<file path="config.mk">
export PLATFORM = sky130hd
export DESIGN_NAME = lfu_cache_lru_tiebreak_core
export DESIGN_NICKNAME = d
export VERILOG_FILES = /design/src/sv/lfu_pkg.sv /design/src/sv/lfu_cell.sv /design/src/sv/lfu_cache_lru_tiebreak_core.sv
export SDC_FILE = /design/constraint.sdc
export NUM_CORES = 2
export LEC_CHECK = 0
export BUFFER_PORTS_ARGS = -buffer_cell sky130_fd_sc_hd__buf_4
export CAP_MARGIN = 20
export CORE_ASPECT_RATIO = 1.75
export CORE_MARGIN = 2
export CORE_UTILIZATION = 31
export DETAILED_ROUTE_END_ITERATION = 8
export SLEW_MARGIN = 20
export SYNTH_ARGS = -nofsm -noshare
export SYNTH_HDL_FRONTEND = slang
export SYNTH_SLANG_ARGS = --single-unit
</file>
<file path="constraint.sdc">
create_clock -name clk -period 32.5 [get_ports clk]
set_input_delay 1.625 -clock clk [delete_from_list [all_inputs] [get_ports clk]]
set_output_delay 1.625 -clock clk [all_outputs]
set_load 0.005 [all_outputs]
</file>
<file path="src/sv/lfu_pkg.sv">
// Package for the LFU cache core: shared types and constants.
// No dependencies.
`timescale 1ns / 1ps
package lfu_pkg;
  localparam logic [31:0] MISS_VALUE = 32'hFFFF_FFFF;
  localparam logic [31:0] COUNT_MAX  = 32'hFFFF_FFFF;
  localparam logic        OP_GET     = 1'b0;
  localparam logic        OP_PUT     = 1'b1;

  // Entry contents as they travel along the cell chain.
  typedef struct packed {
    logic        valid;
    logic [31:0] key;
    logic [31:0] value;
    logic [31:0] count;
    logic [63:0] stamp;
  } entry_t;

  // Command broadcast by the sequencer to every cell.
  typedef struct packed {
    logic        shift;  // rotate the chain by one
    logic        write;  // head cell takes wr_entry instead of its neighbor
    entry_t      wr_entry;
  } cell_ctl_t;

  typedef enum logic [4:0] {
    ST_IDLE  = 5'b00001,
    ST_SCAN  = 5'b00010,
    ST_ALIGN = 5'b00100,
    ST_WRITE = 5'b01000,
    ST_OUT   = 5'b10000
  } state_t;
endpackage

</file>
<file path="src/sv/lfu_cell.sv">
// One storage cell of the LFU cache chain; passes its entry to its neighbor.
// Depends on lfu_pkg.
`timescale 1ns / 1ps
module lfu_cell (
  input  logic               clk,
  input  logic               rst_n,
  input  lfu_pkg::cell_ctl_t ctl,
  input  logic               is_head,
  input  lfu_pkg::entry_t    from_prev,
  output lfu_pkg::entry_t    entry
);
  lfu_pkg::entry_t entry_r, entry_nxt;

  always_comb begin
    entry_nxt = entry_r;
    if (ctl.shift) begin
      if (is_head && ctl.write) begin
        entry_nxt = ctl.wr_entry;
      end else begin
        entry_nxt = from_prev;
      end
    end
  end

  always_ff @(posedge clk) begin
    if (!rst_n) begin
      entry_r.valid <= 1'b0;
    end else begin
      entry_r.valid <= entry_nxt.valid;
    end
    entry_r.key   <= entry_nxt.key;
    entry_r.value <= entry_nxt.value;
    entry_r.count <= entry_nxt.count;
    entry_r.stamp <= entry_nxt.stamp;
  end

  assign entry = entry_r;
endmodule

</file>
<file path="src/sv/lfu_cache_lru_tiebreak_core.sv">
// Top level of the LFU cache with LRU tie-break: sequencer plus a ring of cells.
// Depends on lfu_pkg and lfu_cell.
`timescale 1ns / 1ps
//
//  channel | ports                                   | direction
//  --------+-----------------------------------------+----------
//  in      | in_valid, in_stall, in_operation/key/value | into core
//  out     | out_valid, out_stall, out_found/read_value | out of core
//  cfg     | cfg_we, cfg_capacity                      | into core
//
// Each transaction rotates the ring of ENTRIES cells once to scan keys and pick
// the victim, then rotates again to bring the chosen slot to the head cell and
// write it.
// Reset is synchronous and active low; it clears valid bits, the access clock,
// the held count and the capacity. A get result waits in the output register
// while out_stall is high; no new item is taken until it leaves.
module lfu_cache_lru_tiebreak_core #(
  parameter int ENTRIES = 16
) (
  input  logic        clk,
  input  logic        rst_n,
  input  logic        cfg_we,
  input  logic [4:0]  cfg_capacity,
  input  logic        in_valid,
  output logic        in_stall,
  input  logic        in_operation,
  input  logic [31:0] in_key,
  input  logic [31:0] in_value,
  output logic        out_valid,
  input  logic        out_stall,
  output logic        out_found,
  output logic [31:0] out_read_value
);
  localparam int IW = (ENTRIES > 1) ? $clog2(ENTRIES) : 1;
  localparam int CW = $clog2(ENTRIES + 1);

  lfu_pkg::state_t state_r, state_nxt;
  lfu_pkg::entry_t ring [ENTRIES];
  lfu_pkg::cell_ctl_t ctl;

  logic [4:0]  cap_r;
  logic [CW-1:0] held_r, held_nxt;
  logic [63:0] clk_r, clk_nxt;
  logic        op_r;
  logic [31:0] key_r, val_r;
  logic [IW:0] step_r, step_nxt;
  // Positions are offsets from the head at scan start.
  logic        hit_r, hit_nxt, free_r, free_nxt, vic_ok_r, vic_ok_nxt;
  logic [IW-1:0] hit_pos_r, hit_pos_nxt, free_pos_r, free_pos_nxt, vic_pos_r, vic_pos_nxt;
  logic [31:0] vic_cnt_r, vic_cnt_nxt;
  logic [63:0] vic_stamp_r, vic_stamp_nxt;
  logic [IW-1:0] tgt_r, tgt_nxt;
  logic        do_write_r, do_write_nxt;
  logic        out_valid_r, out_valid_nxt, out_found_r, out_found_nxt;
  logic [31:0] out_val_r, out_val_nxt;
  logic [CW-1:0] live_cap;
  lfu_pkg::entry_t head, wr;

  assign live_cap = (int'(cap_r) > ENTRIES) ? CW'(ENTRIES) : CW'(cap_r);
  assign head = ring[ENTRIES-1];

  genvar g;
  generate
    for (g = 0; g < ENTRIES; g++) begin : g_cell
      lfu_cell u_cell (
        .clk(clk), .rst_n(rst_n), .ctl(ctl), .is_head(g == 0),
        .from_prev(ring[(g + ENTRIES - 1) % ENTRIES]), .entry(ring[g])
      );
    end
  endgenerate

  always_comb begin
    state_nxt = state_r;
    held_nxt = held_r;
    clk_nxt = clk_r;
    step_nxt = step_r;
    hit_nxt = hit_r; hit_pos_nxt = hit_pos_r;
    free_nxt = free_r; free_pos_nxt = free_pos_r;
    vic_ok_nxt = vic_ok_r; vic_pos_nxt = vic_pos_r;
    vic_cnt_nxt = vic_cnt_r; vic_stamp_nxt = vic_stamp_r;
    tgt_nxt = tgt_r; do_write_nxt = do_write_r;
    out_valid_nxt = out_valid_r && out_stall;
    out_found_nxt = out_found_r; out_val_nxt = out_val_r;
    ctl = '0;
    wr = head;
    case (state_r)
      lfu_pkg::ST_IDLE: begin
        if (in_valid && !out_valid_r) begin
          state_nxt = lfu_pkg::ST_SCAN;
          step_nxt = '0;
          hit_nxt = 1'b0; free_nxt = 1'b0; vic_ok_nxt = 1'b0;
        end
      end
      lfu_pkg::ST_SCAN: begin
        // Head cell (last of ring) is inspected, then the ring rotates.
        ctl.shift = 1'b1;
        if (head.valid && head.key == key_r && !hit_r) begin
          hit_nxt = 1'b1; hit_pos_nxt = step_r[IW-1:0];
        end
        if (!head.valid && !free_r) begin
          free_nxt = 1'b1; free_pos_nxt = step_r[IW-1:0];
        end
        if (head.valid && (!vic_ok_r || head.count < vic_cnt_r ||
            (head.count == vic_cnt_r && head.stamp < vic_stamp_r))) begin
          vic_ok_nxt = 1'b1; vic_pos_nxt = step_r[IW-1:0];
          vic_cnt_nxt = head.count; vic_stamp_nxt = head.stamp;
        end
        step_nxt = step_r + 1'b1;
        if (step_r == (IW+1)'(ENTRIES - 1)) begin
          state_nxt = lfu_pkg::ST_ALIGN;
          step_nxt = '0;
          do_write_nxt = 1'b0;
          if (live_cap == '0) begin
            do_write_nxt = 1'b0;
          end else if (hit_nxt) begin
            do_write_nxt = 1'b1; tgt_nxt = hit_pos_nxt;
          end else if (op_r == lfu_pkg::OP_PUT) begin
            if (held_r >= live_cap) begin
              do_write_nxt = vic_ok_nxt; tgt_nxt = vic_pos_nxt;
            end else begin
              do_write_nxt = free_nxt; tgt_nxt = free_pos_nxt;
            end
          end
        end
      end
      lfu_pkg::ST_ALIGN: begin
        // Rotate until the target entry sits at the head cell.
        if (!do_write_r || step_r[IW-1:0] == tgt_r) begin
          state_nxt = lfu_pkg::ST_WRITE;
        end else begin
          ctl.shift = 1'b1;
          step_nxt = step_r + 1'b1;
        end
      end
      lfu_pkg::ST_WRITE: begin
        // Write the head entry back as it shifts, then finish the rotation.
        ctl.shift = 1'b1;
        if (do_write_r) begin
          ctl.write = 1'b1;
          do_write_nxt = 1'b0;
          if (hit_r) begin
            wr.count = (head.count != lfu_pkg::COUNT_MAX) ? head.count + 1'b1 : head.count;
            wr.stamp = clk_r;
            if (op_r == lfu_pkg::OP_PUT) wr.value = val_r;
          end else begin
            wr.valid = 1'b1; wr.key = key_r; wr.value = val_r;
            wr.count = 32'd1; wr.stamp = clk_r;
            if (held_r < live_cap) held_nxt = held_r + 1'b1;
          end
          clk_nxt = clk_r + 64'd1;
          if (op_r == lfu_pkg::OP_GET) out_val_nxt = head.value;
        end
        step_nxt = step_r + 1'b1;
        if (step_r == (IW+1)'(ENTRIES - 1)) begin
          state_nxt = lfu_pkg::ST_OUT;
        end
      end
      lfu_pkg::ST_OUT: begin
        state_nxt = lfu_pkg::ST_IDLE;
        if (op_r == lfu_pkg::OP_GET) begin
          out_valid_nxt = 1'b1;
          out_found_nxt = hit_r && live_cap != '0;
          if (!(hit_r && live_cap != '0)) out_val_nxt = lfu_pkg::MISS_VALUE;
        end
      end
      default: state_nxt = lfu_pkg::ST_IDLE;
    endcase
    ctl.wr_entry = wr;
  end

  always_ff @(posedge clk) begin
    if (!rst_n) begin
      state_r <= lfu_pkg::ST_IDLE;
      cap_r <= '0; held_r <= '0; clk_r <= '0; out_valid_r <= 1'b0;
    end else begin
      state_r <= state_nxt;
      if (cfg_we) cap_r <= cfg_capacity;
      held_r <= held_nxt; clk_r <= clk_nxt; out_valid_r <= out_valid_nxt;
    end
    if (state_r == lfu_pkg::ST_IDLE && in_valid && !out_valid_r) begin
      op_r <= in_operation; key_r <= in_key; val_r <= in_value;
    end
    step_r <= step_nxt;
    hit_r <= hit_nxt; hit_pos_r <= hit_pos_nxt;
    free_r <= free_nxt; free_pos_r <= free_pos_nxt;
    vic_ok_r <= vic_ok_nxt; vic_pos_r <= vic_pos_nxt;
    vic_cnt_r <= vic_cnt_nxt; vic_stamp_r <= vic_stamp_nxt;
    tgt_r <= tgt_nxt; do_write_r <= do_write_nxt;
    out_found_r <= out_found_nxt; out_val_r <= out_val_nxt;
  end

  assign in_stall = (state_r != lfu_pkg::ST_IDLE) || out_valid_r;
  assign out_valid = out_valid_r;
  assign out_found = out_found_r;
  assign out_read_value = out_val_r;
endmodule

</file>
==> out/metrics.cfg <==
[setup_path]
timing.rr.start = state_r[4]
crit_chain = nor2_1 -> nand3_1 -> inv_1 -> nor2_1 -> o21ai_4 -> buf_4 -> buf_4 -> buf_4 -> buf_4 -> buf_4 -> buf_4 -> buf_4
slowest_delay_ps = 920
rrSetupSlack_ps = 23840
start_kind = register
arrival_ps = 9070
critPathSlowestCell = buf_4
end_kind = register
timing.rr.end = g_cell[11].u_cell.entry[104]
crit_type = register to register
cp_max_fo = 88
cp_common_cell = buf_4
rr_worst_depth = 12
crit_required_ps = 32910

[global_route]
grt_max_degree = 204
grt_usage_pct = 8.607
antenna_found_initial = 6
grt_pass1_vias = 37200
grt_pass1_wl_mm = 211.3
grt_overflow = 0

[floorplanning]
rows = 267
die_h_um = 731.6
initial_utilization_pct = 31.09
core_area_mm2 = 0.3017
die_w_um = 419.8
ios = 110
die-area_mm2 = 0.3071

[clocking]
cts_buffer_depth = 4
clk_latency_ps = 840
path_clk_slew_ps = 60
tritoncts = done
clockRootBuffer = clkbuf_16
clkSinkCount = 2875
cts.repair.resized = 0
postCtsSetupRepairBufs = 0
cts_hold_buf = 0
htreeDepth = 5
cts_inserted_buffers = 267

[sta]
finalHoldViolations = 0
layout_setup_ws_ps = 23840
setup_viol = 0
max_slew_margin_pct = 18.61
tns_ps = 0
tightest_slew_ps = 1221
finClkSkew_ps = 75.20
final_max_slew_viol_count = 0
period_share_pct = 26.65
fmax_mhz = 115.5
min_period_ps = 8660
rsz0062_at_grt = false

[cells_and_area]
syn_to_final_growth_pct = 15.46
fin_nets = 4743
layout-drive-gt1-share_pct = 12.96
fillers = 27220

[route]
vias_per_cell = 4.135
drt-total-wl_mm = 136.2
route.detailed.drc = 0
vias = 36380
ant_nets = 0
routedWlPerCell_um = 15.48
drt_iter0_drc = 3055
dr.pass1.iters = 5

[synthesis]
syn_area_mm2 = 0.09379
yosysTopAreaCell = edfxtp_1
avgSynthCellArea_um2 = 22.39
ys_async_sr_fraction_pct = 0
synth_top_area_share_pct = 88.98
ys_ff_latch = 2875
synth-edff-count = 2779
synth_cells = 4189
synthTopCellsByCount = edfxtp_1 (2,779), nand2_1 (277), inv_1 (116)
yosysMostFrequentCell = edfxtp_1
synth_ff_type = edfxtp_1
ys_types = 62
syn-num-nets = 4370
seq_area_frac_synth_pct = 91.02
ys_warn_count = 0
ys_top_cells_by_area = edfxtp_1 (89%), dfxtp_1 (2.0%), ha_1 (1.4%)

[min_path]
hold_path.startpoint = g_cell[9].u_cell.entry[71]
whs_path_depth = 0
min_to = g_cell[10].u_cell.entry[71]
hp-class = register to register

[place]
dp_slack_ps = 23710
portBuffers = 109
post-dp-hpwl_mm = 72.73
gp_congestion = 0.7422

[outcome]
status = finished clean

[pwr]
powerDensity_mw_per_mm2 = 71.92
p_leak_nw = 34.73
vdd_drop_max_v = 0.00005087

[flow_run]
drv_cap = 0

critical path, delay by kind of cell (launching register included):
kind	cells	cell delay (ps)
AO/OA/AOI/OAI	1	310
buffers and inverters	8	6610
flip-flops	1	360
AND/OR/NAND/NOR	3	640
cells in the final DEF (no fill, tap or decap), types with 34 or more instances in the layout:
cell type and n:
xor2_1 42, mux2_2 72, clkinv_2 35, inv_1 116, xnor2_1 78, nand4_1 41
clkbuf_1 50, buf_4 144, nor2_1 67, nor2b_1 34, clkbuf_16 275, edfxtp_1 2779
nand3_1 44, nand2_1 276, o21ai_0 41, and2_1 70, dfxtp_1 96, clkinv_1 49
ha_1 106, nand2b_1 45, a21oi_1 46
per-layer routing:
metal,GRT usage (%),vias up,share of wire (%)
li1,-,16890,-
met1,11.89,18550,46
met2,13.30,682,46
met3,1.738,253,4.1
met4,3.429,0,3.3
met5,0,-,0
worst max-delay path by stage:
stage	startpoint	to	slack, ps	depth (start not counted)
finish	state_r[4]	g_cell[11].u_cell.entry[104]	23840	12
global route	state_r[4]	g_cell[9].u_cell.entry[106]	23050	12
CTS	state_r[4]	g_cell[8].u_cell.entry[102]	23770	12
detailed placement	state_r[4]	g_cell[8].u_cell.entry[98]	23710	12
global placement	state_r[4]	g_cell[4].u_cell.entry[104]	24140	12
floorplan	state_r[2]	g_cell[11].u_cell.entry[160]	13300	9
area by class of cell:
| cell class | instances | area (um^2) | area share [%] |
|---|---|---|---|
| Sequential cell | 2875 | 85370 | 78.84 |
| Multi-Input combinational cell | 1148 | 7838 | 7.238 |
| Clock buffer | 329 | 7124 | 6.579 |
| Tap cell | 4035 | 5049 | 4.662 |
| Clock inverter | 137 | 1234 | 1.139 |
| Timing Repair Buffer | 153 | 1225 | 1.131 |
| Inverter | 117 | 439.2 | 0.4056 |
| Antenna cell | 3 | 7.507 | 0.006933 |
state kept, by name, indices dropped and copies added, names as in the netlist, 4 cells and up:
| name | flops |
|---|---|
| held_r | 5 |
| key_r | 32 |
| tgt_r | 4 |
| vic_stamp_r | 64 |
| clk_r | 64 |
| vic_pos_r | 4 |
| out_read_value | 32 |
| vic_cnt_r | 32 |
| val_r | 32 |
| cap_r | 5 |
| g_cell.u_cell.entry | 2576 |
| step_r | 5 |
| state_r | 5 |
| hit_pos_r | 4 |
| free_pos_r | 4 |
power breakdown:
group	total (mW)	internal [mW]	switching [mW]	leakage [nW]
Clock	3.01	1.71	1.30	4.07
Combinational	0.251	0.0499	0.201	4.74
Sequential	4.52	4.43	0.0900	25.9
Total	7.79	6.19	1.59	34.7
per-stage QoR:
step / utilization (%) / power, mW / cell area, um^2 / hold slack, ps / cells
detailed placement: 33.11 / 4.859 / 99880 / 404.5 / 8327
finish: 35.90 / 7.788 / 108300 / 352.2 / 8797
global placement: 33.11 / 4.842 / 99880 / 401.1 / 8327
global route: 35.89 / 8.094 / 108300 / 362.7 / 8795
floorplan: - / 4.988 / 93790 / 400.3 / 4189
CTS: 35.88 / 7.917 / 108200 / 339.1 / 8793
cell families (layout without fill, tap and decap cells):
family                     count (synthesis)  in the layout  synth area share (%)
buffers and inverters                    166            736                0.6777
xor gates and xnor gates                 120            120                 1.121
adders and majority gates                106            106                 1.414
AOI/OAI and AO/OA                        145            145                0.9432
other                                      0              3                     0
DFF                                     2875           2875                 91.02
and+or+nand+nor                          673            673                 3.614
muxes                                    104            104                 1.206
Power figures use the tool's default switching activity.
